[src/hdl/dfir_pkg.sv]
`default_nettype none

package dfir_pkg;

    // Fixed field widths
    localparam int DATA_W      = 16;
    localparam int TAP_INDEX_W = 6;
    localparam int TAPS_CFG_W  = 7;
    localparam int DEC_CFG_W   = 5;
    localparam int CFG_DATA_W  = 7;
    localparam int CFG_INDEX_W = 2;
    localparam int PROD_W      = 2 * DATA_W;
    localparam int FRAC_W      = DATA_W - 1;

    // Rounding and saturation constants for Q2.30 -> Q1.15
    localparam int ROUND_BIAS = 16384;
    localparam int SAT_MAX    = 32767;
    localparam int SAT_MIN    = -32768;

    // Reset values of the configuration registers
    localparam logic [TAPS_CFG_W-1:0] TAPS_RESET = 7'd64;
    localparam logic [DEC_CFG_W-1:0]  DEC_RESET  = 5'd1;

    // Configuration register indexes
    localparam logic [CFG_INDEX_W-1:0] REG_TAPS  = 2'd0;
    localparam logic [CFG_INDEX_W-1:0] REG_DECIM = 2'd1;

    // Input item kinds
    localparam logic KIND_SAMPLE = 1'b0;
    localparam logic KIND_COEF   = 1'b1;

    // Control to every cell of the chain
    typedef struct packed {
        logic sample_shift;   // shift a new sample into the delay line
        logic coef_write;     // write one coefficient
        logic load;           // copy delay line and coefficients into work chains
        logic work_shift;     // advance the sample work chain
        logic coef_shift;     // advance the coefficient work chain
    } cell_ctrl_t;

    // Control to the multiply-accumulate unit
    typedef struct packed {
        logic clear;          // start a new sum
        logic mul_en;         // multiply the head of both work chains
    } mac_ctrl_t;

endpackage

`default_nettype wire

[src/hdl/dfir_mac.sv]
`default_nettype none

module dfir_mac #(
    parameter int ACC_W = 39
) (
    input  wire logic                                   clk,
    input  wire logic                                   rst_n,
    input  wire dfir_pkg::mac_ctrl_t                    ctrl,
    input  wire logic signed [dfir_pkg::DATA_W-1:0]     sample,
    input  wire logic signed [dfir_pkg::DATA_W-1:0]     coef,
    output logic signed [dfir_pkg::DATA_W-1:0]          result
);
    import dfir_pkg::*;

    logic signed [PROD_W-1:0] prod_reg;
    logic signed [PROD_W-1:0] prod_next;
    logic                     pvalid_reg;
    logic                     pvalid_next;
    logic signed [ACC_W-1:0]  acc_reg;
    logic signed [ACC_W-1:0]  acc_next;
    logic signed [ACC_W-1:0]  rounded;
    logic signed [ACC_W-1:0]  scaled;

    // Multiply stage
    assign prod_next   = PROD_W'(sample) * PROD_W'(coef);
    assign pvalid_next = ctrl.mul_en && !ctrl.clear;

    always_ff @(posedge clk or negedge rst_n)
    begin
        if (!rst_n)
        begin
            pvalid_reg <= 1'b0;
        end
        else
        begin
            pvalid_reg <= pvalid_next;
        end
    end

    always_ff @(posedge clk)
    begin
        prod_reg <= prod_next;
    end

    // Accumulate stage, exact sum
    always_comb
    begin
        acc_next = acc_reg;
        if (ctrl.clear)
        begin
            acc_next = '0;
        end
        else if (pvalid_reg)
        begin
            acc_next = acc_reg + ACC_W'(prod_reg);
        end
    end

    always_ff @(posedge clk)
    begin
        acc_reg <= acc_next;
    end

    // Round half-up to Q1.15 and saturate
    assign rounded = acc_reg + $signed(ACC_W'(ROUND_BIAS));
    assign scaled  = rounded >>> FRAC_W;

    always_comb
    begin
        if (scaled > $signed(ACC_W'(SAT_MAX)))
        begin
            result = DATA_W'(SAT_MAX);
        end
        else if (scaled < $signed(ACC_W'(SAT_MIN)))
        begin
            result = DATA_W'(SAT_MIN);
        end
        else
        begin
            result = scaled[DATA_W-1:0];
        end
    end

endmodule

`default_nettype wire

[config.mk]
export PLATFORM = sky130hd
export DESIGN_NAME = dfir_mac
export DESIGN_NICKNAME = d
export VERILOG_FILES = /design/src/hdl/dfir_pkg.sv /design/src/hdl/dfir_mac.sv
export SDC_FILE = /design/constraint.sdc
export NUM_CORES = 1
export LEC_CHECK = 0
export BUFFER_PORTS_ARGS = -buffer_cell sky130_fd_sc_hd__buf_2
export CAP_MARGIN = 20
export CORE_MARGIN = 2
export CORE_UTILIZATION = 35
export CTS_CLUSTER_SIZE = 25
export DETAILED_ROUTE_END_ITERATION = 8
export HOLD_SLACK_MARGIN = 0.12
export RECOVER_POWER = 100
export SLEW_MARGIN = 20
export SYNTH_ARGS = -nofsm -noshare
export SYNTH_HDL_FRONTEND = slang
export SYNTH_SLANG_ARGS = --single-unit
[constraint.sdc]
create_clock -name clk -period 3.47 [get_ports clk]
set_clock_uncertainty 0.05 [all_clocks]
set_input_delay 0.8675 -clock clk [delete_from_list [all_inputs] [get_ports clk]]
set_output_delay 0.8675 -clock clk [all_outputs]
set_load 0.02 [all_outputs]
Word level (Yosys, flattened, before mapping)
Cells that the tools add are included.
{"block": "word_totals", "register_bits": 72, "inputBits": 36}
{"block": "classes", "add_sub_neg": 2, "order_cmp": 2, "muxes": 2, "reduce_logical": 2, "multipliers": 1}
{"operator": "adder 39 x 16 -> 39 bit, second input constant", "count": 1}
{"operator": "adder 39 x 32 -> 39 bit", "count": 1}
{"operator": "multiplier 16 x 16 -> 32 bit", "count": 1}
{"operator": "two-way mux 16 bit", "count": 2}
{"operator": "> comparator 24 x 16 -> 1 bit, second input constant", "count": 1}
{"operator": "less-than comparator 24 x 16 -> 1 bit, second input constant", "count": 1}
{"operator": "logical AND 1 bit", "count": 1}
{"operator": "zero test 1 bit", "count": 1}

Longest topological paths before layout
Gate-level depths: netlist of the first run.
{"block": "logic_depth", "ltp_word": 4, "ltp_mapped": 24, "depth_no_buf": 23}

Worst setup path after synthesis of the first run
No wires, ideal clock.
{"block": "synth_timing", "path_kind": "in2reg", "startpoint": "in coef[15] in the netlist's numbering", "endpoint": "reg prod_reg[30]", "path_buffers": 1, "t_arrival_ns": 6.882, "slack_ns": -3.544, "path_stages": 21, "path_cell_list": "inv_1 -> clkbuf_1 -> nor2_1 -> fa_1 -> fa_1 -> fa_1 -> fa_1 -> fa_1 -> inv_1 -> fa_1 -> inv_1 -> ha_1 -> and3_1 -> a221o_1 -> a21oi_2 -> nor2b_1 -> or4_4 -> a21oi_4 -> nor4_1 -> or4_1 -> o2111ai_1"}
{"block": "synth_via", "elab_chain_len": 1}
{"item": "from (decl)", "line": "dfir_mac.sv:10", "rtl": "input wire logic signed [dfir_pkg::DATA_W-1:0] coef,"}
{"item": "multiplier 16 x 16 -> 32 bit", "line": "dfir_mac.sv:25", "rtl": "assign prod_next = PROD_W'(sample) * PROD_W'(coef);"}
{"item": "named net prod_next[30]", "line": "dfir_mac.sv:16", "rtl": "logic signed [PROD_W-1:0] prod_next;"}
{"item": "to (signal assigned)", "line": "dfir_mac.sv:42", "rtl": "prod_reg <= prod_next;"}
{"item": "to (decl)", "line": "dfir_mac.sv:15", "rtl": "logic signed [PROD_W-1:0] prod_reg;"}
The timed path passes the listed nets, and every way through them passes these cells.
A chain may end at the register's enable or synchronous reset.

Worst setup path in the final report of the first run
{"block": "layout_timing", "startpoint": "in sample[12] in the netlist's numbering", "endpoint": "reg prod_reg[30]"}
{"block": "layout_via", "elab_chain_len": 1}
{"item": "from (decl)", "line": "dfir_mac.sv:9", "rtl": "input wire logic signed [dfir_pkg::DATA_W-1:0] sample,"}
{"item": "multiplier 16 x 16 -> 32 bit", "line": "dfir_mac.sv:25"}
{"item": "named net prod_next[30]", "line": "dfir_mac.sv:16"}
The timed path passes the listed nets, and every way through them passes these cells.

==> results of run 1 <==
## area by class of cell
type	count	area [sq um]	share of cell area, %
multi-input combinational	1214	12630	66.66
clock inverter	5	55.05	0.2906
tap	539	674.4	3.559
sequential	72	1453	7.667
clock buffer	11	252.7	1.334
timing repair buffer	293	2576	13.60
inverter	347	1305	6.888
## critical path: stages
cell and delay [ns]:
buf_12 0.11, and2_4 0.15, fa_1 0.54, inv_2 0.05
fa_1 0.50, fa_2 0.58, inv_2 0.04, fa_2 0.42
fa_1 0.53, inv_2 0.04, fa_1 0.49, inv_2 0.05
ha_4 0.21, a21o_1 0.18, a221o_1 0.35, a21oi_2 0.17
nor2b_1 0.08, or4_4 0.43, a21oi_4 0.20, nor4_4 0.09
or4_1 0.42, o2111ai_1 0.09
## final timing paths
kind                                           from                        to  slack [ns]  cells past startpoint
hold reg to reg            acc_reg[10]$_SDFFE_PP0P_  acc_reg[10]$_SDFFE_PP0P_        0.43                      2
hold / removal                                rst_n      pvalid_reg$_DFF_PN0_        0.23                      1
setup / recovery                         sample[12]      prod_reg[30]$_DFF_P_       -2.89                     22
min in group clk           acc_reg[10]$_SDFFE_PP0P_  acc_reg[10]$_SDFFE_PP0P_        0.43                      2
setup reg to reg            acc_reg[0]$_SDFFE_PP0P_  acc_reg[38]$_SDFFE_PP0P_       -0.12                     12
max in group asynchronous                     rst_n      pvalid_reg$_DFF_PN0_        3.06                      1
## timing repair
action                     in CTS  in global routing
setup endpoints to repair      42                 43
resized for setup             166                147
gates cloned                    1                  1
setup buffers                  31                 31
pin swaps                      67                 92
## per-stage QoR
step / setup WS [ns] / cells / instance area, sq um
after floorplan: -2.995 / 1690 / 15300
after global placement: -3.272 / 2413 / 17240
after detailed placement: -3.343 / 2413 / 17240
after CTS: -2.853 / 2461 / 18330
after global routing: -3.039 / 2481 / 18950
final: -2.892 / 2481 / 18950
## cell families (layout without fill, tap and decap cells)
kind of cell,after synthesis,after routing,synth area share (%)
and+or+nand+nor,515,515,17.47
buffers and inverters,404,656,10.39
adders and majority gates,384,384,46.20
AOI/OAI and AO/OA,232,232,11.00
DFF,72,72,9.857
xor gates and xnor gates,69,69,4.118
muxes,14,14,0.9635
## cells in the final DEF (no fill, tap or decap), types with 42 or more instances in the layout
master | Yosys | routed
buf_4 | 1 | 186
inv_1 | 347 | 309
fa_1 | 263 | 252
nand2_1 | 175 | 166
and2_1 | 126 | 96
ha_1 | 121 | 89
nor2_1 | 82 | 74
xnor2_1 | 45 | 42
dfxtp_1 | 71 | 66
buf_6 | 0 | 82
a21oi_1 | 64 | 57
## metal layers
layer | wire length, microns | vias up | GRT usage [%]
met4 | 922 | 0 | 4.778
met5 | 0 | - | 0
met2 | 19470 | 146 | 33.26
met3 | 818 | 57 | 1.563
li1 | - | 5807 | -
met1 | 16270 | 6008 | 21.96
==> flow_summary.ini, run 1 <==
[yosys]
synth.net_count = 2110
yosys_most_used_dff = dfxtp_1
syn_inst = 1690
avgSynthCellArea_sq_um = 8.683
synth.most_common_cell = inv_1
synth-seq-cells = 72
synth-async-reset-ratio_pct = 1.389
ys_warn_count = 0
synth.top_cells.by_count = inv_1, fa_1, nand2_1, and2_1, ha_1
yosysUniqueCellTypes = 78
syn-cell-area_sq_um = 14670
synth.area.top_cells = fa_1, ha_1, dfxtp_1
yosysTopAreaCell = fa_1
yosysTopAreaCellShare_pct = 35.88
ys_seq_area_share_pct = 9.857
synth_edf_count = 0

[critical_path]
cp_max_fo = 4
crit_arrival_ns = 6.57
critical_path_class = in2reg
worstPathRequired_ns = 3.68
cp-end-kind = register
start_kind = input pin

[timing]
worst_pin_slew_ns = 2.269
min_period_ns = 6.362
fin_crit_sh_pct = 183.3
finalHoldViolCount = 0
setup_viol_count_final = 43
whs_ns = 0.2297
rsz0062_at_grt = yes
fin_ws_ns = -2.892
max_freq_mhz = 157.2
drv_slew = 49
relSlewSlack_pct = -51.25
finalSetupTns_ns = -59.75

[global_route]
grt_pass1_vias = 13120
grt_pass1_wl_microns = 63450
antenna_found_initial = 0
grt_start_max_net_pins = 49
grt_overflow_total = 0
track_usage_pct = 17.83

[outcome]
outcome = complete, but fails checks
violations = max-capacitance violations, max-slew violations, negative setup slack

[clock_tree]
clock-root-buffer = clkbuf_16
ctsHoldBuffers = 0
clock_tree.buffer_depth = 2
cts_tree = built
clk_latency_ns = 0.35
cts_max_level = 3
cts.sinks = 72
cts_buffers = 9
clk_pin_slew_ns = 0.06

[detailed_routing]
drtIter0Drc = 460
dr.pass1.iters = 5
ant_nets = 0
vias = 12020
wl_per_cell_microns = 15.11
vias_per_cell = 4.844
drc_errors = 0
wirelength_microns = 37480

[finish]
fillers = 4018
largest_reg_flops = 39
final_net_count = 2357
antenna_cells = 0
areaGrowthSynthToFinish_pct = 29.12
postLayoutCoreUtil_pct = 45.47
layout-drive-gt1-share_pct = 26.62

[die]
initial_core_util_pct = 35.22
die_h_microns = 208.8
core-area_sq_um = 41670
die_area_sq_um = 43580
io_pins = 52
chipWidth_microns = 208.8
row_count = 75

[job]
cap_violations = 1

[placement]
place_congestion = 0.8823
dp_hpwl_microns = 31400
io_buffers = 51

[hold_path]
hold_path.class = in2async
Power of run 1 is not shown: default switching activity piles up to over one toggle a cycle in this logic, so the estimate is an artifact.
==> run 2: changes to the inputs <==
Settings changed: ABC_AREA from default to 1.
==> run 2 against run 1 <==
  * The flow still finishes with violations (max-capacitance violations, max-slew violations, negative setup slack)
  * First-iteration DRC count increased by 82%
  * Global-route usage increased by 3.1 points
  * Worst hold slack got worse by 0.0014 ns
  * Die area increased by 11%
  * Sequential share of layout area decreased by 0.66 points
  * Wire length increased by 28%
  * Register-to-register slack improved by 0.86 ns
  * Clock-buffer cell count increased by 1
  * Highest routed layer unchanged
==> flow_summary.ini, run 2 <==
[detailed_routing]
dr.pass1.iters = 5
ant_nets = 0
drtIter0Drc = 839
vias = 14910
vias_per_cell = 4.688
wl_per_cell_microns = 15.07
wirelength_microns = 47920
drc_errors = 0

[clock_tree]
cts.sinks = 72
cts_buffers = 9
clock_tree.buffer_depth = 2
cts_max_level = 3
clk_latency_ns = 0.35
clk_pin_slew_ns = 0.06
clock-root-buffer = clkbuf_16
cts_tree = built

[finish]
final_common_cell = nand2_1
final_cell_mix = nand2_1, inv_1, fa_1
final_net_count = 2989
layout-drive-gt1-share_pct = 22.57
fin_area_sq_um = 20870
fillers = 4674
largest_reg_flops = 39
areaGrowthSynthToFinish_pct = 28.21
multiInputGateArea_sq_um = 13570
antenna_cells = 0
regArea_sq_um = 1461

[placement]
io_buffers = 51
placed_area_sq_um = 19170
place_congestion = 0.9415
dp_hpwl_microns = 40870

[die]
io_pins = 52
core-area_sq_um = 46260
die_area_sq_um = 48250
row_count = 79
chipWidth_microns = 219.7
initial_core_util_pct = 35.19
die_h_microns = 219.7

[global_route]
track_usage_pct = 20.96
grt_start_max_net_pins = 49
grt_overflow_total = 0
grt_pass1_vias = 15500
grt_pass1_wl_microns = 79490
antenna_found_initial = 0

[critical_path]
critical_path_class = in2reg
cp-end-kind = register
reg2reg_depth = 15
crit_arrival_ns = 5.73
worstReg2RegStart = acc_reg[0]$_SDFFE_PP0P_
cp_max_fo = 3
start_kind = input pin
worstPathRequired_ns = 3.65
reg2reg_slack_ns = 0.74
r2r_end = acc_reg[18]$_SDFFE_PP0P_

[timing]
drv_slew = 28
finalHoldViolCount = 0
fin_crit_sh_pct = 160.1
fin_ws_ns = -2.084
setup_viol_count_final = 42
relSlewSlack_pct = -1.166
worst_pin_slew_ns = 1.517
min_period_ns = 5.554
max_freq_mhz = 180.0
rsz0062_at_grt = yes

[yosys]
yosys_most_used_dff = dfxtp_1
synth.top_cells.by_count = nand2_1, inv_1, fa_1, nor2_1, ha_1
synth.net_count = 2788
synth.most_common_cell = nand2_1
synth-async-reset-ratio_pct = 1.389
yosysTopAreaCell = fa_1
synth-seq-cells = 72
synth_edf_count = 0
avgSynthCellArea_sq_um = 6.874
syn_inst = 2368
ys_seq_area_share_pct = 8.886
syn-cell-area_sq_um = 16280
yosysTopAreaCellShare_pct = 32.35
yosysUniqueCellTypes = 40
synth.area.top_cells = fa_1, nand2_1, inv_1
ys_warn_count = 0

[outcome]
violations = max-capacitance violations, max-slew violations, negative setup slack
outcome = complete, but fails checks

[job]
cap_violations = 1

[hold_path]
hold_path.class = in2async
[run 2: changes by cell type after synthesis, sizes merged, moves of 17 or more]
cell / change
nor2: +105
xor2: +18
xnor2: -25
and2: -123
a21oi: +17
nand2: +472
nand3: +32
o21ai: +17
inv: +295
[run 2: cells by family after synthesis]
family / share of synthesized area, %
compound gates: 6.188
xor+xnor: 3.336
fa+ha+maj: 41.65
buf+inv: 16.56
flops: 8.886
simple gates: 23.38
[run 2: per-stage QoR]
step	TNS, ns	hold slack [ns]	std cells	worst slack [ns]	utilization (%)
after floorplan	-47.23	0.4169	2368	-2.189	-
after global placement	-59.67	0.4337	3124	-2.730	41.44
after detailed placement	-61.23	0.4577	3124	-2.836	41.44
after CTS	-45.31	0.2230	3163	-2.102	44.07
after global routing	-52.36	0.2244	3181	-2.264	45.11
final	-45.96	0.2283	3181	-2.084	45.11
[run 2: final cells by class]
type / count / area share, %
Multi-Input combinational cell: 1583 / 65.03
Timing Repair inverter: 1 / 0.03597
Clock buffer: 12 / 1.229
Sequential cell: 72 / 7.003
Timing Repair Buffer: 260 / 11.22
Tap cell: 607 / 3.639
Inverter: 642 / 11.59
Clock inverter: 4 / 0.2518
[run 2: metal layers]
metal | GRT usage (%) | routed length [microns] | up-vias
li1 | - | - | 7307
met1 | 27.75 | 21630 | 7260
met2 | 36.82 | 23550 | 294
met3 | 2.181 | 1851 | 53
met4 | 4.698 | 895 | 0
met5 | 0 | 0 | -
[run 2: worst max-delay path, stage by stage]
cell and delay, ns:
buf_8 0.09, clkinvlp_4 0.11, buf_4 0.17, or2_4 0.25, fa_2 0.42, fa_1 0.51
inv_1 0.05, fa_1 0.52, fa_2 0.44, fa_1 0.48, inv_1 0.05, fa_1 0.51
inv_2 0.04, ha_4 0.30, nand2_4 0.06, buf_6 0.11, nor3_4 0.20, nand4_1 0.17
nand3_2 0.14, a21oi_2 0.08, xnor2_2 0.15
[run 2: worst max path at each step]
stage | start | endpoint | slack (ns) | cells past startpoint
2_1_floorplan | coef[5] | prod_reg[31]$_DFF_P_ | -2.19 | 20
3_3_place_gp | coef[15] | prod_reg[24]$_DFF_P_ | -2.73 | 19
5_1_grt | coef[15] | prod_reg[28]$_DFF_P_ | -2.26 | 22
4_1_cts | coef[15] | prod_reg[31]$_DFF_P_ | -2.10 | 22
3_5_place_dp | coef[15] | prod_reg[24]$_DFF_P_ | -2.84 | 21
6_report | coef[15] | prod_reg[24]$_DFF_P_ | -2.08 | 21
[run 2: timing repair]
item	CTS	global route
hold buffers	0	0
setup endpoints to repair	42	42
setup buffers	20	19
pin swaps	110	63
gates cloned	3	0
gates resized for setup	211	105
Power of run 2 is left out for the same reason.
==> run 3: changes to the inputs <==
--- a/constraint.sdc
+++ b/constraint.sdc
@@ -4,2 +4,2 @@
 set_output_delay 0.8675 -clock clk [all_outputs]
-set_load 0.02 [all_outputs]
+set_load 0.005 [all_outputs]
==> run 3 against run 2 <==
  * The flow finishes with violations (negative setup slack)
  * Sequential cell count stayed put
  * Global-route usage about the same
  * Final cell count increased by 0.60%
  * Sequential share of layout area down 0.11 points
  * Wire length fell by 0.26%
  * Setup slack got worse by 0.086 ns
  * Non-clock buffer count rose by 19
  * Register-to-register slack improved by 0.03 ns
  * Critical endpoint is now prod_reg[28]$_DFF_P_
==> flow_summary.ini, run 3 (synthesized netlist as in run 2, its figures left out) <==
[clock_tree]
cts_buffers = 9
cts_tree = built
cts_max_level = 3
clock-root-buffer = clkbuf_16
clock_tree.buffer_depth = 2
clk_latency_ns = 0.35
ctsHoldBuffers = 0
cts.sinks = 72
clk_pin_slew_ns = 0.06

[detailed_routing]
drtIter0Drc = 856
drc_errors = 0
ant_nets = 0
vias_per_cell = 4.678
dr.pass1.iters = 6
wirelength_microns = 47800
vias = 14970
wl_per_cell_microns = 14.94

[critical_path]
cp_max_fo = 4
cp_slowest_stage_delay_ns = 0.54
cpMostUsedCell = inv_2
crit_arrival_ns = 5.81
worstPathRequired_ns = 3.64
cp_cell_sequence = buf_8 -> clkinvlp_4 -> buf_6 -> buf_6 -> or2_4 -> fa_2 -> inv_2 -> fa_2 -> inv_2 -> fa_2 -> inv_2 -> fa_1 -> fa_1 -> inv_1 -> fa_1 -> inv_2 -> ha_4 -> nand2_4 -> inv_2 -> a221oi_2 -> o211ai_1 -> nand2_1 -> nand2_2
reg2reg_slack_ns = 0.77
path_delay_family = adder cells
slowest_stage = fa_2
start_kind = input pin
critPathBufInv = 10
cp-end-kind = register
critical_path_class = in2reg

[placement]
dp_cells = 3120
io_buffers = 51
placed_area_sq_um = 19170
place_congestion = 0.9533
pre_cts_ws_ns = -2.780
dp_hpwl_microns = 40650

[timing]
drv_slew = 0
min_period_ns = 5.640
rsz0062_at_grt = yes
fin_ws_ns = -2.170
relSlewSlack_pct = 1.126
setup_viol_count_final = 36
max_freq_mhz = 177.3
fin_crit_sh_pct = 162.5
finalHoldViolCount = 0
worst_pin_slew_ns = 1.483

[die]
die_h_microns = 219.7
die_area_sq_um = 48250
row_count = 79
initial_core_util_pct = 35.19
core-area_sq_um = 46260
io_pins = 52
chipWidth_microns = 219.7

[finish]
final_cell_mix = nand2_1, inv_1, fa_1
fin_cells = 3200
fillers = 4607
antenna_cells = 0
layout-drive-gt1-share_pct = 24.30
fin_area_sq_um = 21280
final_net_count = 3008
areaGrowthSynthToFinish_pct = 30.76
largest_reg_flops = 39
final_common_cell = nand2_1

[outcome]
violations = negative setup slack
outcome = complete, but fails checks

[hold_path]
hold_path.class = in2async

[global_route]
grt_pass1_vias = 15740
track_usage_pct = 20.92
grt_start_max_net_pins = 50
antenna_found_initial = 0
grt_overflow_total = 0
grt_pass1_wl_microns = 79530

[job]
cap_violations = 0
[run 3: cell types whose count changed in the layout (fill, tap and decap cells not counted), sizes merged]
cell	before	now
buf	253	273
clkinv	3	1
inv	641	642
clkinvlp	2	4
bufbuf	1	2
clkbuf	18	14
bufinv	1	2
[run 3: layer usage]
metal	routed length [microns]	GRT usage, %	part of all wire (%)
met5	0	0	0
met4	1497	6.353	3.1
met3	2244	2.333	4.7
met2	23160	36.39	48
met1	20890	27.26	44
[run 3: repair_timing]
action                                  in CTS  in global routing
endpoints found under the setup margin      42                 42
resized for setup                          223                144
endpoints found under the hold margin        0                  0
setup buffers                               31                 33
gates cloned                                 4                  0
pin swaps                                  137                111
[run 3: stage by stage]
step	util (%)	setup TNS [ns]	hold WS [ns]
floorplan	-	-47.23	0.4169
global placement	41.43	-58.93	0.4327
detailed placement	41.43	-59.86	0.4428
CTS	44.49	-45.14	0.2229
global route	46.01	-53.04	0.2267
finish	46.01	-46.11	0.2268
[run 3: final cells by class]
cell class,instances,area [sq um],share of cell area (%)
multi-input cells,1583,13690,64.31
repair buffers,279,2618,12.30
repair inverters,1,7.507,0.03527
clock buffers,10,229.0,1.076
clock inverters,6,92.59,0.4350
inverters,642,2424,11.39
flip-flops and latches,72,1466,6.890
well taps,607,759.5,3.568
[run 3: path summary, 6_finish.rpt]
kind / from / endpoint / cells past startpoint
max in group asynchronous: rst_n / pvalid_reg$_DFF_PN0_ / 1
min reg2reg: acc_reg[0]$_SDFFE_PP0P_ / acc_reg[0]$_SDFFE_PP0P_ / 2
max reg2reg: acc_reg[0]$_SDFFE_PP0P_ / acc_reg[22]$_SDFFE_PP0P_ / 15
min in group clk: acc_reg[0]$_SDFFE_PP0P_ / acc_reg[0]$_SDFFE_PP0P_ / 2
max: coef[15] / prod_reg[28]$_DFF_P_ / 23
min: rst_n / pvalid_reg$_DFF_PN0_ / 1
Power of run 3 is left out for the same reason.
