File: config.mk
export PLATFORM = sky130hd
export DESIGN_NAME = dfir_cell
export DESIGN_NICKNAME = d
export VERILOG_FILES = /design/src/hdl/dfir_pkg.sv /design/src/hdl/dfir_cell.sv
export SDC_FILE = /design/constraint.sdc
export NUM_CORES = 1
export LEC_CHECK = 0
export BUFFER_PORTS_ARGS = -buffer_cell sky130_fd_sc_hd__buf_4
export CORE_ASPECT_RATIO = 0.8
export CORE_UTILIZATION = 30
export CTS_BUF_LIST = sky130_fd_sc_hd__clkbuf_8
export CTS_CLUSTER_DIAMETER = 50
export DETAILED_ROUTE_END_ITERATION = 8
export PLACE_DENSITY = 0.72
export SLEW_MARGIN = 20
export SYNTH_ARGS = -nofsm -noshare
export SYNTH_HDL_FRONTEND = slang
export SYNTH_SLANG_ARGS = --single-unit
File: constraint.sdc
create_clock -name clk -period 0.9 [get_ports clk]
set_input_delay 0.09 -clock clk [delete_from_list [all_inputs] [get_ports clk]]
set_output_delay 0.09 -clock clk [all_outputs]
set_load 0.02 [all_outputs]
File: src/hdl/dfir_pkg.sv
`default_nettype none

package dfir_pkg;

    // Fixed field widths
    localparam int DATA_W      = 16;
    localparam int TAP_INDEX_W = 6;
    localparam int TAPS_CFG_W  = 7;
    localparam int DEC_CFG_W   = 5;
    localparam int CFG_DATA_W  = 7;
    localparam int CFG_INDEX_W = 2;
    localparam int PROD_W      = 2 * DATA_W;
    localparam int FRAC_W      = DATA_W - 1;

    // Rounding and saturation constants for Q2.30 -> Q1.15
    localparam int ROUND_BIAS = 16384;
    localparam int SAT_MAX    = 32767;
    localparam int SAT_MIN    = -32768;

    // Reset values of the configuration registers
    localparam logic [TAPS_CFG_W-1:0] TAPS_RESET = 7'd64;
    localparam logic [DEC_CFG_W-1:0]  DEC_RESET  = 5'd1;

    // Configuration register indexes
    localparam logic [CFG_INDEX_W-1:0] REG_TAPS  = 2'd0;
    localparam logic [CFG_INDEX_W-1:0] REG_DECIM = 2'd1;

    // Input item kinds
    localparam logic KIND_SAMPLE = 1'b0;
    localparam logic KIND_COEF   = 1'b1;

    // Control to every cell of the chain
    typedef struct packed {
        logic sample_shift;   // shift a new sample into the delay line
        logic coef_write;     // write one coefficient
        logic load;           // copy delay line and coefficients into work chains
        logic work_shift;     // advance the sample work chain
        logic coef_shift;     // advance the coefficient work chain
    } cell_ctrl_t;

    // Control to the multiply-accumulate unit
    typedef struct packed {
        logic clear;          // start a new sum
        logic mul_en;         // multiply the head of both work chains
    } mac_ctrl_t;

endpackage

`default_nettype wire

File: src/hdl/dfir_cell.sv
`default_nettype none

module dfir_cell #(
    parameter int CELL_IDX = 0
) (
    input  wire logic                                       clk,
    input  wire logic                                       rst_n,
    input  wire dfir_pkg::cell_ctrl_t                       ctrl,
    input  wire logic signed [dfir_pkg::DATA_W-1:0]         delay_in,
    output logic signed [dfir_pkg::DATA_W-1:0]              delay_q,
    output logic signed [dfir_pkg::DATA_W-1:0]              delay_nx,
    input  wire logic signed [dfir_pkg::DATA_W-1:0]         load_sample,
    input  wire logic signed [dfir_pkg::DATA_W-1:0]         work_sample_in,
    output logic signed [dfir_pkg::DATA_W-1:0]              work_sample_out,
    input  wire logic signed [dfir_pkg::DATA_W-1:0]         work_coef_in,
    output logic signed [dfir_pkg::DATA_W-1:0]              work_coef_out,
    input  wire logic [dfir_pkg::TAP_INDEX_W-1:0]           wr_index,
    input  wire logic signed [dfir_pkg::DATA_W-1:0]         wr_value
);
    import dfir_pkg::*;

    localparam logic [31:0] MY_IDX = 32'(CELL_IDX);

    logic signed [DATA_W-1:0] delay_reg;
    logic signed [DATA_W-1:0] coef_reg;
    logic signed [DATA_W-1:0] coef_next;
    logic signed [DATA_W-1:0] wsamp_reg;
    logic signed [DATA_W-1:0] wsamp_next;
    logic signed [DATA_W-1:0] wcoef_reg;
    logic signed [DATA_W-1:0] wcoef_next;
    logic                     wr_hit;

    // Shift the delay line on a sample beat
    assign delay_nx = ctrl.sample_shift ? delay_in : delay_reg;

    // Store a coefficient addressed to this cell
    assign wr_hit    = ctrl.coef_write && (32'(wr_index) == MY_IDX);
    assign coef_next = wr_hit ? wr_value : coef_reg;

    always_ff @(posedge clk or negedge rst_n)
    begin
        if (!rst_n)
        begin
            delay_reg <= '0;
            coef_reg  <= '0;
        end
        else
        begin
            delay_reg <= delay_nx;
            coef_reg  <= coef_next;
        end
    end

    // Load or advance the work chains
    always_comb
    begin
        wsamp_next = wsamp_reg;
        wcoef_next = wcoef_reg;
        if (ctrl.load)
        begin
            wsamp_next = load_sample;
            wcoef_next = coef_reg;
        end
        else
        begin
            if (ctrl.work_shift)
            begin
                wsamp_next = work_sample_in;
            end
            if (ctrl.coef_shift)
            begin
                wcoef_next = work_coef_in;
            end
        end
    end

    always_ff @(posedge clk)
    begin
        wsamp_reg <= wsamp_next;
        wcoef_reg <= wcoef_next;
    end

    assign delay_q         = delay_reg;
    assign work_sample_out = wsamp_reg;
    assign work_coef_out   = wcoef_reg;

endmodule

`default_nettype wire

# ---- Yosys cells after proc, flatten, opt, wreduce, memory -nomap -nowiden
# Index checks and enable logic that the tools add are counted.
# Widths: inputs -> output; s select.
dict set report totals {
  out_inout_bits 64
  inputBits 93
  ff_bits 64
  elab_cells 13
}
dict set report classes {
  mux 5
  reduce_logical 4
}
# cell n
set ops {}
lappend ops {{$mux 16} 5}
lappend ops {{$logic_not 6->1} 1}
lappend ops {{$reduce_bool 2->1} 2}
lappend ops {{$logic_and 1x1->1} 1}

# ---- Depth between registers and ports, before layout
# Gate-level depths: netlist of the first run.
dict set report logic_depth {
  depth_word 2
  depth_mapped 4
  ltp_nobuf 3
}

# ---- Worst setup path after synthesis of the first run
# No wires, ideal clock.
dict set report synth_timing {
  path_type {input to register}
  start {in ctrl[2] in the netlist's numbering}
  end {reg wcoef_reg[0], in the netlist work_coef_out[0] (enable)}
  setup_ps 334
  t_arrival_ps 839
  stages 3
  slack_ps -273
  required_time_ps 566
  n_path_buf 2
  cell_sequence {clkbuf_1 > buf_2 > or2_2}
}
dict set report synth_between {
  elab_chain_cells 1
}
# element line
set synth_lines {}
lappend synth_lines {{from (decl)} dfir_cell.sv:8} ;# input wire dfir_pkg::cell_ctrl_t ctrl,
lappend synth_lines {{$reduce_bool 2->1 (no source line)} --}
lappend synth_lines {{to (signal assigned)} dfir_cell.sv:80} ;# wcoef_reg <= wcoef_next;
lappend synth_lines {{to (decl)} dfir_cell.sv:29} ;# logic signed [DATA_W-1:0] wcoef_reg;
# Every way passes these cells.
# A chain may end at the register's enable or synchronous reset.

# ---- Final worst setup path of the first run
dict set report layout_timing {
  start {reg delay_reg[14], in the netlist delay_q[14]}
  end {out delay_nx[14] in the netlist's numbering}
}
dict set report layout_between {
  elab_chain_cells 1
}
# element line
set layout_lines {}
lappend layout_lines {{from (decl)} dfir_cell.sv:24} ;# logic signed [DATA_W-1:0] delay_reg;
lappend layout_lines {{from (signal assigned)} dfir_cell.sv:49} ;# delay_reg <= delay_nx;
lappend layout_lines {{$mux 16} dfir_cell.sv:34} ;# assign delay_nx = ctrl.sample_shift ? delay_in : delay_reg;
lappend layout_lines {{to (decl)} dfir_cell.sv:11} ;# output logic signed [dfir_pkg::DATA_W-1:0] delay_nx,
# Every way passes these cells.

==> results of run 1 <==
area by class of cell:
class	instances	share of cell area [%]
clock buffer	11	3.06
multi-input combinational	70	20.3
sequential	64	35.6
timing repair buffer	195	36.7
clock inverter	5	1.44
tap	112	2.83
critical path: cells and delay by family (launching register included):
kind | cells | cell delay, ns
buffers and inverters | 1 | 0.13
muxes | 1 | 0.29
DFF | 1 | 0.39
cells by family (layout without fill, tap and decap cells):
kind of cell,count (synthesis),count (layout),share of synthesized area (%)
buf+inv,7,211,1.53
flops,64,64,67.4
mux,64,64,29.0
simple gates,5,6,2.01
metal layers:
metal,part of all wire [%],up-vias
li1,-,926
met1,40,935
met2,52,91
met3,6.5,7
met4,1.1,0
met5,0,-
timing repair:
action | 4_1_cts | 5_1_grt
setup endpoints to repair | 65 | 79
gates resized for setup | 55 | 27
setup buffers | 8 | 12
cloned | 0 | 1
hold endpoints to repair | 61 | 9
pin swaps | 0 | 2
through the flow:
step / setup TNS [ns] / instance area [sq um] / total power (W) / std cells / hold slack, ns
5_1_grt: -11.76 / 4940 / 0.00899 / 457 / -0.0117
4_1_cts: -9.61 / 4770 / 0.00858 / 447 / -0.0122
2_1_floorplan: -4.06 / 2860 / 0.00464 / 140 / -0.206
6_report: -8.64 / 4940 / 0.00861 / 457 / 0.0124
3_3_place_gp: -9.28 / 4120 / 0.00546 / 407 / 0.0489
3_5_place_dp: -10.18 / 4120 / 0.00549 / 407 / 0.0576
cells in the final DEF, fill, tap and decap left out, types with 2 or more instances in the layout:
cell            n
buf_4          98
buf_6          79
bufinv_16       2
clkbuf_8       11
clkinv_1        2
dfrtp_1        32
dlygate4sd3_1  17
edfxtp_1       32
mux2_2         10
mux2_4         54
nand2_4         2
or2_4           2
power by group:
part           internal [W]  switching, W  leakage (nW)
clock network       0.00168       0.00104         0.116
logic               0.00140      0.000848          1.59
registers           0.00346      0.000183         0.733
worst max-delay path by stage:
stage                           start            to  slack [ns]  depth (start not counted)
after floorplan           wr_index[2]  coef_reg[10]       -0.18                          4
after global placement    wr_index[2]  coef_reg[12]       -0.32                          4
after detailed placement  wr_index[2]  coef_reg[13]       -0.35                          4
after CTS                  delay_q[0]   delay_nx[0]       -0.35                          2
after global routing       delay_q[4]   delay_nx[4]       -0.39                          2
final                     delay_q[14]  delay_nx[14]       -0.34                          2
==> run_results.csv, run 1 <==
group,metric,value,unit
floorplan,floorplan.initialDensity,30.9,%
synth,synth_top_area_share,36.8,%
global_routing,grt_use_met3,5.22,%
cts,h-tree-depth,3,
floorplan,dieWidth,106,um
synth,synth_area_leaders,"edfxtp_1 37%, dfrtp_1 31%, mux2_2 23%",
cts,clk_latency,0.33,ns
synth,synth_area,0.00261,sq mm
cells_and_area,fin_nets,433,
worst_setup_path,reg2reg_setup_slack,-0.02,ns
synth,number_of_enable_flip_flop_cells_after_synthesis,32,
worst_setup_path,critical_path.endpoint_type,"output pin",
cells_and_area,final_layout_size_suffix_gt1_share,75.7,%
synth,synth.most_common_cell,"mux2_2",
synth,post-synth-top-area-cell,"edfxtp_1",
floorplan,core_area,0.00845,sq mm
routing,num_vias,1959,
cts,cts_tree,"done",
sta,final.period_utilization,137,%
worst_hold_path,worstHoldEndpoint,"delay_q[0]",
floorplan,height_of_the_chip,85.5,um
global_routing,grt_first_pass_wirelength,9630,um
cts,clock_buffer_count_from_cts,9,
sta,post-route-worst-setup-slack,-0.335,ns
placement,globalplace.congestion,0.704,
worst_setup_path,cp_max_fo,2,
synth,synth.distinct_cells,11,
worst_hold_path,hold_class,"in2reg",
cells_and_area,multiInputGateArea,0.00100,sq mm
synth,dominantRegCellSynth,"edfxtp_1",
global_routing,met1_track_demand_over_resource,16.3,%
synth,postSynthAreaPerCell,18.7,sq um
global_routing,grt.overflow.total,0,
worst_setup_path,slowest_delay,0.39,ns
sta,max_slew.worst_pin.slew,0.429,ns
routing,routed_via_density,4.29,
floorplan,die_outline_area,0.00909,sq mm
job,maxCapViolCount,0,
worst_setup_path,r2r_cells,2,
sta,finalSetupViolations,66,
sta,finClkSkew,0.00503,ns
routing,drc,0,
global_routing,met2_track_demand_over_resource,24.3,%
routing,postRouteAntennaNets,0,
synth,synth_async_sr_flop_share,50.0,%
cts,cts-root-to-sink-buffers,2,
worst_hold_path,worst_hold_path.num_cells,2,
synth,synthTopCellsByCount,"54 x mux2_2, 32 x dfrtp_1, 32 x edfxtp_1, 10 x mux2_4, 5 x buf_2",
worst_setup_path,r2r-end,"delay_q[2]",
worst_setup_path,cp_slowest_cell,"dfrtp_1",
cells_and_area,syn2layout_area_growth,89.2,%
synth,synth_sequential_area_ratio,67.4,%
power_and_ir_drop,power_density,1740,mW/mm^2
cts,clock_tree.root_cell,"clkbuf_8",
cts,cts.sink_count,64,
sta,timing.slew.headroom,71.4,%
synth,syn-num-nets,233,
sta,maxSlewViolCount,0,
placement,hpwl,4400,um
synth,synth_register_bits,64,
cells_and_area,final_core_util,58.5,%
sta,setup_repair_after_global_routing_missed_its_margin,"yes",
placement,port_buffers,156,
run_status,status,"finished, violations left",
worst_hold_path,worst_hold_startpoint,"delay_in[0]",
global_routing,grt_start_max_net_pins,33,
floorplan,fp-row-count,30,
sta,finalWorstPathRequiredPeriod,1.24,ns
global_routing,grt_antenna_before_repair,0,
worst_setup_path,cp_data_arrival_time,1.15,ns
worst_setup_path,worst_ep_required_time,0.81,ns
floorplan,ios,157,
worst_setup_path,criticalPathCategory,"reg2out",
global_routing,grt_pass1_vias,2004,
placement,placement.setup.worst_slack,-0.350,ns
power_and_ir_drop,vdd_drop_max,0.822,mV
cells_and_area,num-fill-cells,640,
power_and_ir_drop,cellLeakagePower,2.44,nW
sta,maxClockFrequency,810,MHz
cts,ctsHoldBuffers,17,
synth,synthesis.yosys.warnings,0,
routing,drt_first_iter_violations,39,
global_routing,top_usage_layer,"met2",
cells_and_area,seqCellArea,0.00176,sq mm
cts,worst_setup_hold_path_clk_slew,0.07,ns
routing,drt-pass1-iter-count,4,
cells_and_area,insertedDiodeCount,0,
global_routing,gr-usage-all-layers,14.0,%
run_status,violations,"negative setup slack",
worst_setup_path,worstSetupStartpointType,"flip-flop",
routing,detail_route.wirelength,6630,um
routing,post_drt_wl_per_cell,14.5,um
sta,hold_viol_final,0,
worst_setup_path,crit_path_cell_trace,"mux2_4, buf_6",
synth,post_synth_inst_count,140,
worst_setup_path,crit-reg2reg-launch,"delay_q[2]",
Power figures use the tool's default switching activity.
==> run 2, diff against run 1 <==
--- a/config.mk
+++ b/config.mk
@@ -7,11 +7,11 @@
 export LEC_CHECK = 0
 export BUFFER_PORTS_ARGS = -buffer_cell sky130_fd_sc_hd__buf_4
 export CORE_ASPECT_RATIO = 0.8
-export CORE_UTILIZATION = 30
+export CORE_UTILIZATION = 40
 export CTS_BUF_LIST = sky130_fd_sc_hd__clkbuf_8
 export CTS_CLUSTER_DIAMETER = 50
 export DETAILED_ROUTE_END_ITERATION = 8
-export PLACE_DENSITY = 0.72
+export PLACE_DENSITY = 0.89
 export SLEW_MARGIN = 20
 export SYNTH_ARGS = -nofsm -noshare
 export SYNTH_HDL_FRONTEND = slang
==> run 2 against run 1 <==
Compared with the run above:
- the flow still finishes with violations (negative setup slack)
- critical path depth stayed put
- combinational power is 4% higher
- worst setup slack worse by 0.043 ns
- global-route usage is 8.5 points higher
- die area is 25% lower
- cell area is 0.10% lower
- worst hold slack worse by 0.0021 ns
- fmax is 3.4% lower
- clock power is 9.2% lower
- final cell count is 5.9% lower
- wire length is 19% higher
- largest power group unchanged
==> run_results.csv, run 2 (synthesized netlist as in run 1, its figures left out) <==
group,metric,value,unit
cells_and_area,fin_nets,437,
routing,drt_first_iter_violations,46,
routing,drt-pass1-iter-count,4,
power_and_ir_drop,share_seq_of_total_power,43.2,%
worst_setup_path,worstSetupStartpointType,"flip-flop",
worst_setup_path,crit_path_cell_trace,"mux2_4, buf_6",
cts,clk_latency,0.33,ns
placement,port_buffers,156,
cts,ctsHoldBuffers,17,
global_routing,gr-usage-all-layers,22.5,%
worst_setup_path,criticalPathCategory,"reg2out",
cells_and_area,layout_commonest_cell,"buf_4",
power_and_ir_drop,power_switching_share,25.6,%
floorplan,height_of_the_chip,74.3,um
global_routing,grt.overflow.total,0,
cells_and_area,insertedDiodeCount,0,
sta,maxSlewViolCount,0,
sta,finClkSkew,0.00763,ns
power_and_ir_drop,cellLeakagePower,2.46,nW
run_status,violations,"negative setup slack",
routing,postRouteAntennaNets,0,
worst_setup_path,cp_data_arrival_time,1.19,ns
sta,hold_viol_final,0,
run_status,status,"finished, violations left",
worst_setup_path,slowest_delay,0.41,ns
worst_setup_path,worst_ep_required_time,0.81,ns
worst_setup_path,cp_slowest_cell,"dfrtp_1",
placement,place_inst,376,
cells_and_area,post_layout_nonfiller_instances,430,
placement,globalplace.congestion,0.772,
cts,h-tree-depth,3,
cts,cts-root-to-sink-buffers,2,
sta,finalSetupViolations,70,
floorplan,floorplan.initialDensity,42.8,%
power_and_ir_drop,clkPwrFrac,29.1,%
worst_hold_path,hold_class,"in2reg",
power_and_ir_drop,vdd_drop_max,1.16,mV
sta,post-route-worst-setup-slack,-0.378,ns
cts,worst_setup_hold_path_clk_slew,0.07,ns
floorplan,fp-row-count,25,
cts,clock_buffer_count_from_cts,9,
cts,clock_tree.root_cell,"clkbuf_8",
sta,tns,-9.55,ns
routing,drc,0,
routing,post_drt_wl_per_cell,18.4,um
placement,hpwl,4750,um
power_and_ir_drop,intPower,0.00630,W
routing,routed_via_density,4.71,
worst_setup_path,cp_max_fo,2,
floorplan,die_outline_area,0.00686,sq mm
power_and_ir_drop,p_sw,0.00217,W
sta,setup_repair_after_global_routing_missed_its_margin,"yes",
job,maxCapViolCount,0,
global_routing,grt_start_max_net_pins,33,
routing,detail_route.wirelength,7900,um
cells_and_area,syn2layout_area_growth,89.0,%
sta,final.period_utilization,142,%
floorplan,dieWidth,92.4,um
routing,num_vias,2025,
cells_and_area,final_layout_size_suffix_gt1_share,76.2,%
global_routing,grt_first_pass_wirelength,11200,um
power_and_ir_drop,pwr-share-comb,27.7,%
cts,cts_tree,"done",
global_routing,grt_pass1_vias,2258,
floorplan,core_area,0.00610,sq mm
sta,max_slew.worst_pin.slew,0.408,ns
sta,timing.slew.headroom,72.8,%
sta,finalWorstPathRequiredPeriod,1.28,ns
power_and_ir_drop,power_density,1710,mW/mm^2
power_and_ir_drop,fin_total_pwr,0.00846,W
cts,cts.sink_count,64,
cells_and_area,layout_common_cells,"98 x buf_4, 82 x buf_6, 55 x mux2_4",
global_routing,grt_antenna_before_repair,0,
worst_setup_path,critical_path.endpoint_type,"output pin",
floorplan,ios,157,
sta,maxClockFrequency,782,MHz
[run 2: changes by cell type in the layout (fill, tap and decap cells not counted)]
cell / previous run / this run
buf_6: 79 / 82
clkinv_2: 0 / 2
inv_1: 1 / 2
mux2_4: 54 / 55
mux2_2: 10 / 9
buf_12: 1 / 2
bufinv_16: 2 / 1
clkinv_1: 2 / 0
[run 2: stage by stage]
| step | setup slack, ns | hold slack (ns) | utilization [%] | cell area [sq um] |
|---|---|---|---|---|
| 5_1_grt | -0.422 | -0.0108 | 81.0 | 4940 |
| 4_1_cts | -0.353 | -0.0105 | 78.6 | 4790 |
| 3_3_place_gp | -0.315 | 0.0429 | 67.1 | 4090 |
| 2_1_floorplan | -0.176 | -0.206 | - | 2860 |
| 3_5_place_dp | -0.359 | 0.0554 | 67.1 | 4090 |
| 6_report | -0.378 | 0.0103 | 81.0 | 4940 |
[run 2: final cells by class]
class                      count  area (sq um)
sequential                    64          1760
clock inverter                 5          47.5
multi-input combinational     70          1010
tap                           81           101
fill                         329          1160
timing repair buffer         199          1870
clock buffer                  11           151
[run 2: what timing repair did]
| action | in CTS | in global routing |
|---|---|---|
| pin swaps | 2 | 1 |
| setup endpoints to repair | 67 | 93 |
| cloned | 1 | 0 |
| endpoints found under the hold margin | 59 | 9 |
| resized for setup | 65 | 28 |
| setup buffers | 13 | 17 |
[run 2: path summary, 6_finish.rpt]
check / startpoint / to / slack, ns / depth (start not counted)
max: delay_q[14] / delay_nx[14] / -0.38 / 2
min: delay_in[10] / delay_q[10] / 0.01 / 2
max reg2reg: delay_q[11] / delay_q[11] / -0.04 / 2
min reg2reg: coef_reg[2] / coef_reg[2] / 0.51 / 1
max in group asynchronous: rst_n / coef_reg[11] / 0.36 / 2
min in group asynchronous: rst_n / delay_q[10] / 0.24 / 2
[run 2: per-layer routing]
metal	GRT usage [%]	part of all wire, %	up-vias
li1	-	-	929
met1	22.9	37	967
met2	41.1	52	119
met3	10.2	10	10
met4	9.20	1.2	0
met5	0	0	-
[run 2: critical path, delay by kind of cell (launching register included)]
| family | cells | cell delay (ns) |
|---|---|---|
| buffers and inverters | 1 | 0.14 |
| multiplexers | 1 | 0.31 |
| flip-flops | 1 | 0.41 |
[run 2: power groups by stage]
stage                     clock, W  combinational (W)  sequential, W
after CTS                  0.00249            0.00220        0.00364
after global routing       0.00264            0.00245        0.00369
after detailed placement         0            0.00186        0.00365
final                      0.00247            0.00234        0.00366
after global placement           0            0.00182        0.00365
after floorplan                  0           0.000703        0.00394
==> run 3, diff against run 2 <==
--- a/config.mk
+++ b/config.mk
@@ -5,7 +5,7 @@
 export SDC_FILE = /design/constraint.sdc
 export NUM_CORES = 1
 export LEC_CHECK = 0
-export BUFFER_PORTS_ARGS = -buffer_cell sky130_fd_sc_hd__buf_4
+export BUFFER_PORTS_ARGS = -buffer_cell sky130_fd_sc_hd__buf_2
 export CORE_ASPECT_RATIO = 0.8
 export CORE_UTILIZATION = 40
 export CTS_BUF_LIST = sky130_fd_sc_hd__clkbuf_8
==> run 3 against run 2 <==
Compared with the run above:
- worst setup slack improved by 0.011 ns
- cell area fell by 5.9%
- final cell count fell by 0.47%
- first-iteration DRC count rose by 22%
- critical path depth did not move
- critical endpoint is now delay_nx[13]
- sequential share of layout area rose by 2.2 points
- via count fell by 1.1%
- wire length fell by 5.1%
- the run still ends with negative setup slack left
- sequential cell count did not move
- critical path type unchanged
==> run_results.csv, run 3 (synthesized netlist as in run 1, its figures left out) <==
group,metric,value,unit
worst_setup_path,worstSetupStartpointType,"flip-flop",
power_and_ir_drop,vdd_drop_max,1.19,mV
floorplan,core_area,0.00610,sq mm
worst_setup_path,worst_ep_required_time,0.81,ns
cells_and_area,syn2layout_area_growth,77.9,%
cts,clock_buffer_count_from_cts,9,
sta,finalWorstPathRequiredPeriod,1.27,ns
routing,num_vias,2003,
sta,max_slew.worst_pin.slew,0.278,ns
placement,place_inst,375,
routing,drt_first_iter_violations,56,
cells_and_area,seqCellArea,0.00176,sq mm
floorplan,floorplan.initialDensity,42.8,%
worst_setup_path,crit_path_cell_trace,"mux2_4, buf_6",
sta,setup_repair_after_global_routing_missed_its_margin,"yes",
worst_setup_path,criticalPathCategory,"reg2out",
run_status,violations,"negative setup slack",
global_routing,gr-usage-all-layers,20.1,%
power_and_ir_drop,fin_total_pwr,0.00844,W
cts,worst_setup_hold_path_clk_slew,0.07,ns
floorplan,die_outline_area,0.00686,sq mm
cts,cts-root-to-sink-buffers,2,
floorplan,height_of_the_chip,74.3,um
sta,post-route-worst-setup-slack,-0.367,ns
routing,drt-pass1-iter-count,4,
floorplan,ios,157,
cts,cts_tree,"done",
cells_and_area,multiInputGateArea,0.00101,sq mm
global_routing,grt_start_max_net_pins,33,
global_routing,grt_pass1_vias,2052,
worst_setup_path,slowest_delay,0.41,ns
placement,hpwl,4520,um
routing,routed_via_density,4.68,
placement,port_buffers,156,
sta,maxClockFrequency,789,MHz
cts,ctsHoldBuffers,17,
sta,tns,-9.33,ns
sta,maxSlewViolCount,0,
run_status,status,"finished, violations left",
worst_setup_path,reg2reg_setup_slack,-0.10,ns
cells_and_area,final_layout_size_suffix_gt1_share,76.7,%
worst_setup_path,crit-reg2reg-launch,"delay_q[2]",
global_routing,grt.overflow.total,0,
power_and_ir_drop,cellLeakagePower,2.36,nW
routing,drc,0,
worst_hold_path,worst_hold_startpoint,"delay_in[15]",
routing,post_drt_wl_per_cell,17.5,um
job,maxCapViolCount,0,
power_and_ir_drop,power_density,1820,mW/mm^2
worst_setup_path,worstSetupStartpoint,"delay_q[13]",
cells_and_area,post_layout_nonfiller_instances,428,
cells_and_area,layout_commonest_cell,"buf_2",
sta,final.period_utilization,141,%
sta,finClkSkew,0.00530,ns
worst_setup_path,critical_path.endpoint_type,"output pin",
global_routing,grt_antenna_before_repair,0,
cts,cts.sink_count,64,
sta,finalSetupViolations,68,
worst_hold_path,hold_class,"in2reg",
cells_and_area,fin_nets,435,
floorplan,fp-row-count,25,
routing,postRouteAntennaNets,0,
sta,timing.slew.headroom,81.4,%
cells_and_area,num-fill-cells,366,
worst_setup_path,cp_data_arrival_time,1.18,ns
cells_and_area,layout_common_cells,"103 x buf_2, 65 x buf_6, 55 x mux2_4",
sta,hold-worst-slack,0.0111,ns
routing,detail_route.wirelength,7500,um
placement,globalplace.congestion,0.781,
worst_setup_path,cp_max_fo,2,
cts,clock_tree.root_cell,"clkbuf_8",
worst_setup_path,cp_slowest_cell,"dfrtp_1",
sta,hold_viol_final,0,
global_routing,grt_first_pass_wirelength,10100,um
cells_and_area,insertedDiodeCount,0,
floorplan,dieWidth,92.4,um
cts,h-tree-depth,3,
cts,clk_latency,0.33,ns
[run 3: where the power goes]
part / internal, W / switching (W) / leakage (nW)
registers: 0.00345 / 0.000178 / 0.733
clock network: 0.00156 / 0.00110 / 0.113
logic: 0.00125 / 0.000895 / 1.51
total: 0.00627 / 0.00217 / 2.36
[run 3: timing repair]
action                                 CTS  global route
setup buffers                            7            14
resized for setup                       64            57
pin swaps                                0             2
cloned                                   0             1
setup endpoints to repair               66            91
endpoints found under the hold margin   59             9
[run 3: per-layer routing]
metal | track usage, % | vias to the layer above | wire length, um
met5 | 0 | - | 0
met3 | 8.18 | 4 | 670
li1 | - | 926 | -
met2 | 36.2 | 119 | 3880
met4 | 6.25 | 0 | 41
met1 | 22.1 | 954 | 2910
[run 3: worst max-delay path: cells and delay by family (launching register included)]
family / cells / cell delay [ns]
buf+inv: 1 / 0.14
mux: 1 / 0.30
flops: 1 / 0.41
[run 3: layout make-up]
| type | instances | area share, % |
|---|---|---|
| clock buffer | 9 | 2.66 |
| clock inverter | 7 | 2.07 |
| multi-input combinational | 70 | 21.7 |
| sequential | 64 | 37.9 |
| tap | 81 | 2.18 |
| timing repair buffer | 197 | 33.5 |
[run 3: final timing paths]
path	cells past startpoint	end
setup / recovery	2	delay_nx[13]
hold / removal	2	delay_q[15]
setup reg to reg	3	delay_q[2]
hold reg to reg	1	coef_reg[5]
max in group asynchronous	3	delay_q[9]
min in group asynchronous	3	delay_q[3]
[run 3: through the flow]
step	util (%)	worst slack (ns)	cell area, sq um
after detailed placement	60.9	-0.360	3720
after floorplan	-	-0.176	2860
after global routing	76.2	-0.413	4650
after global placement	60.9	-0.308	3720
final	76.2	-0.367	4650
after CTS	71.5	-0.360	4360
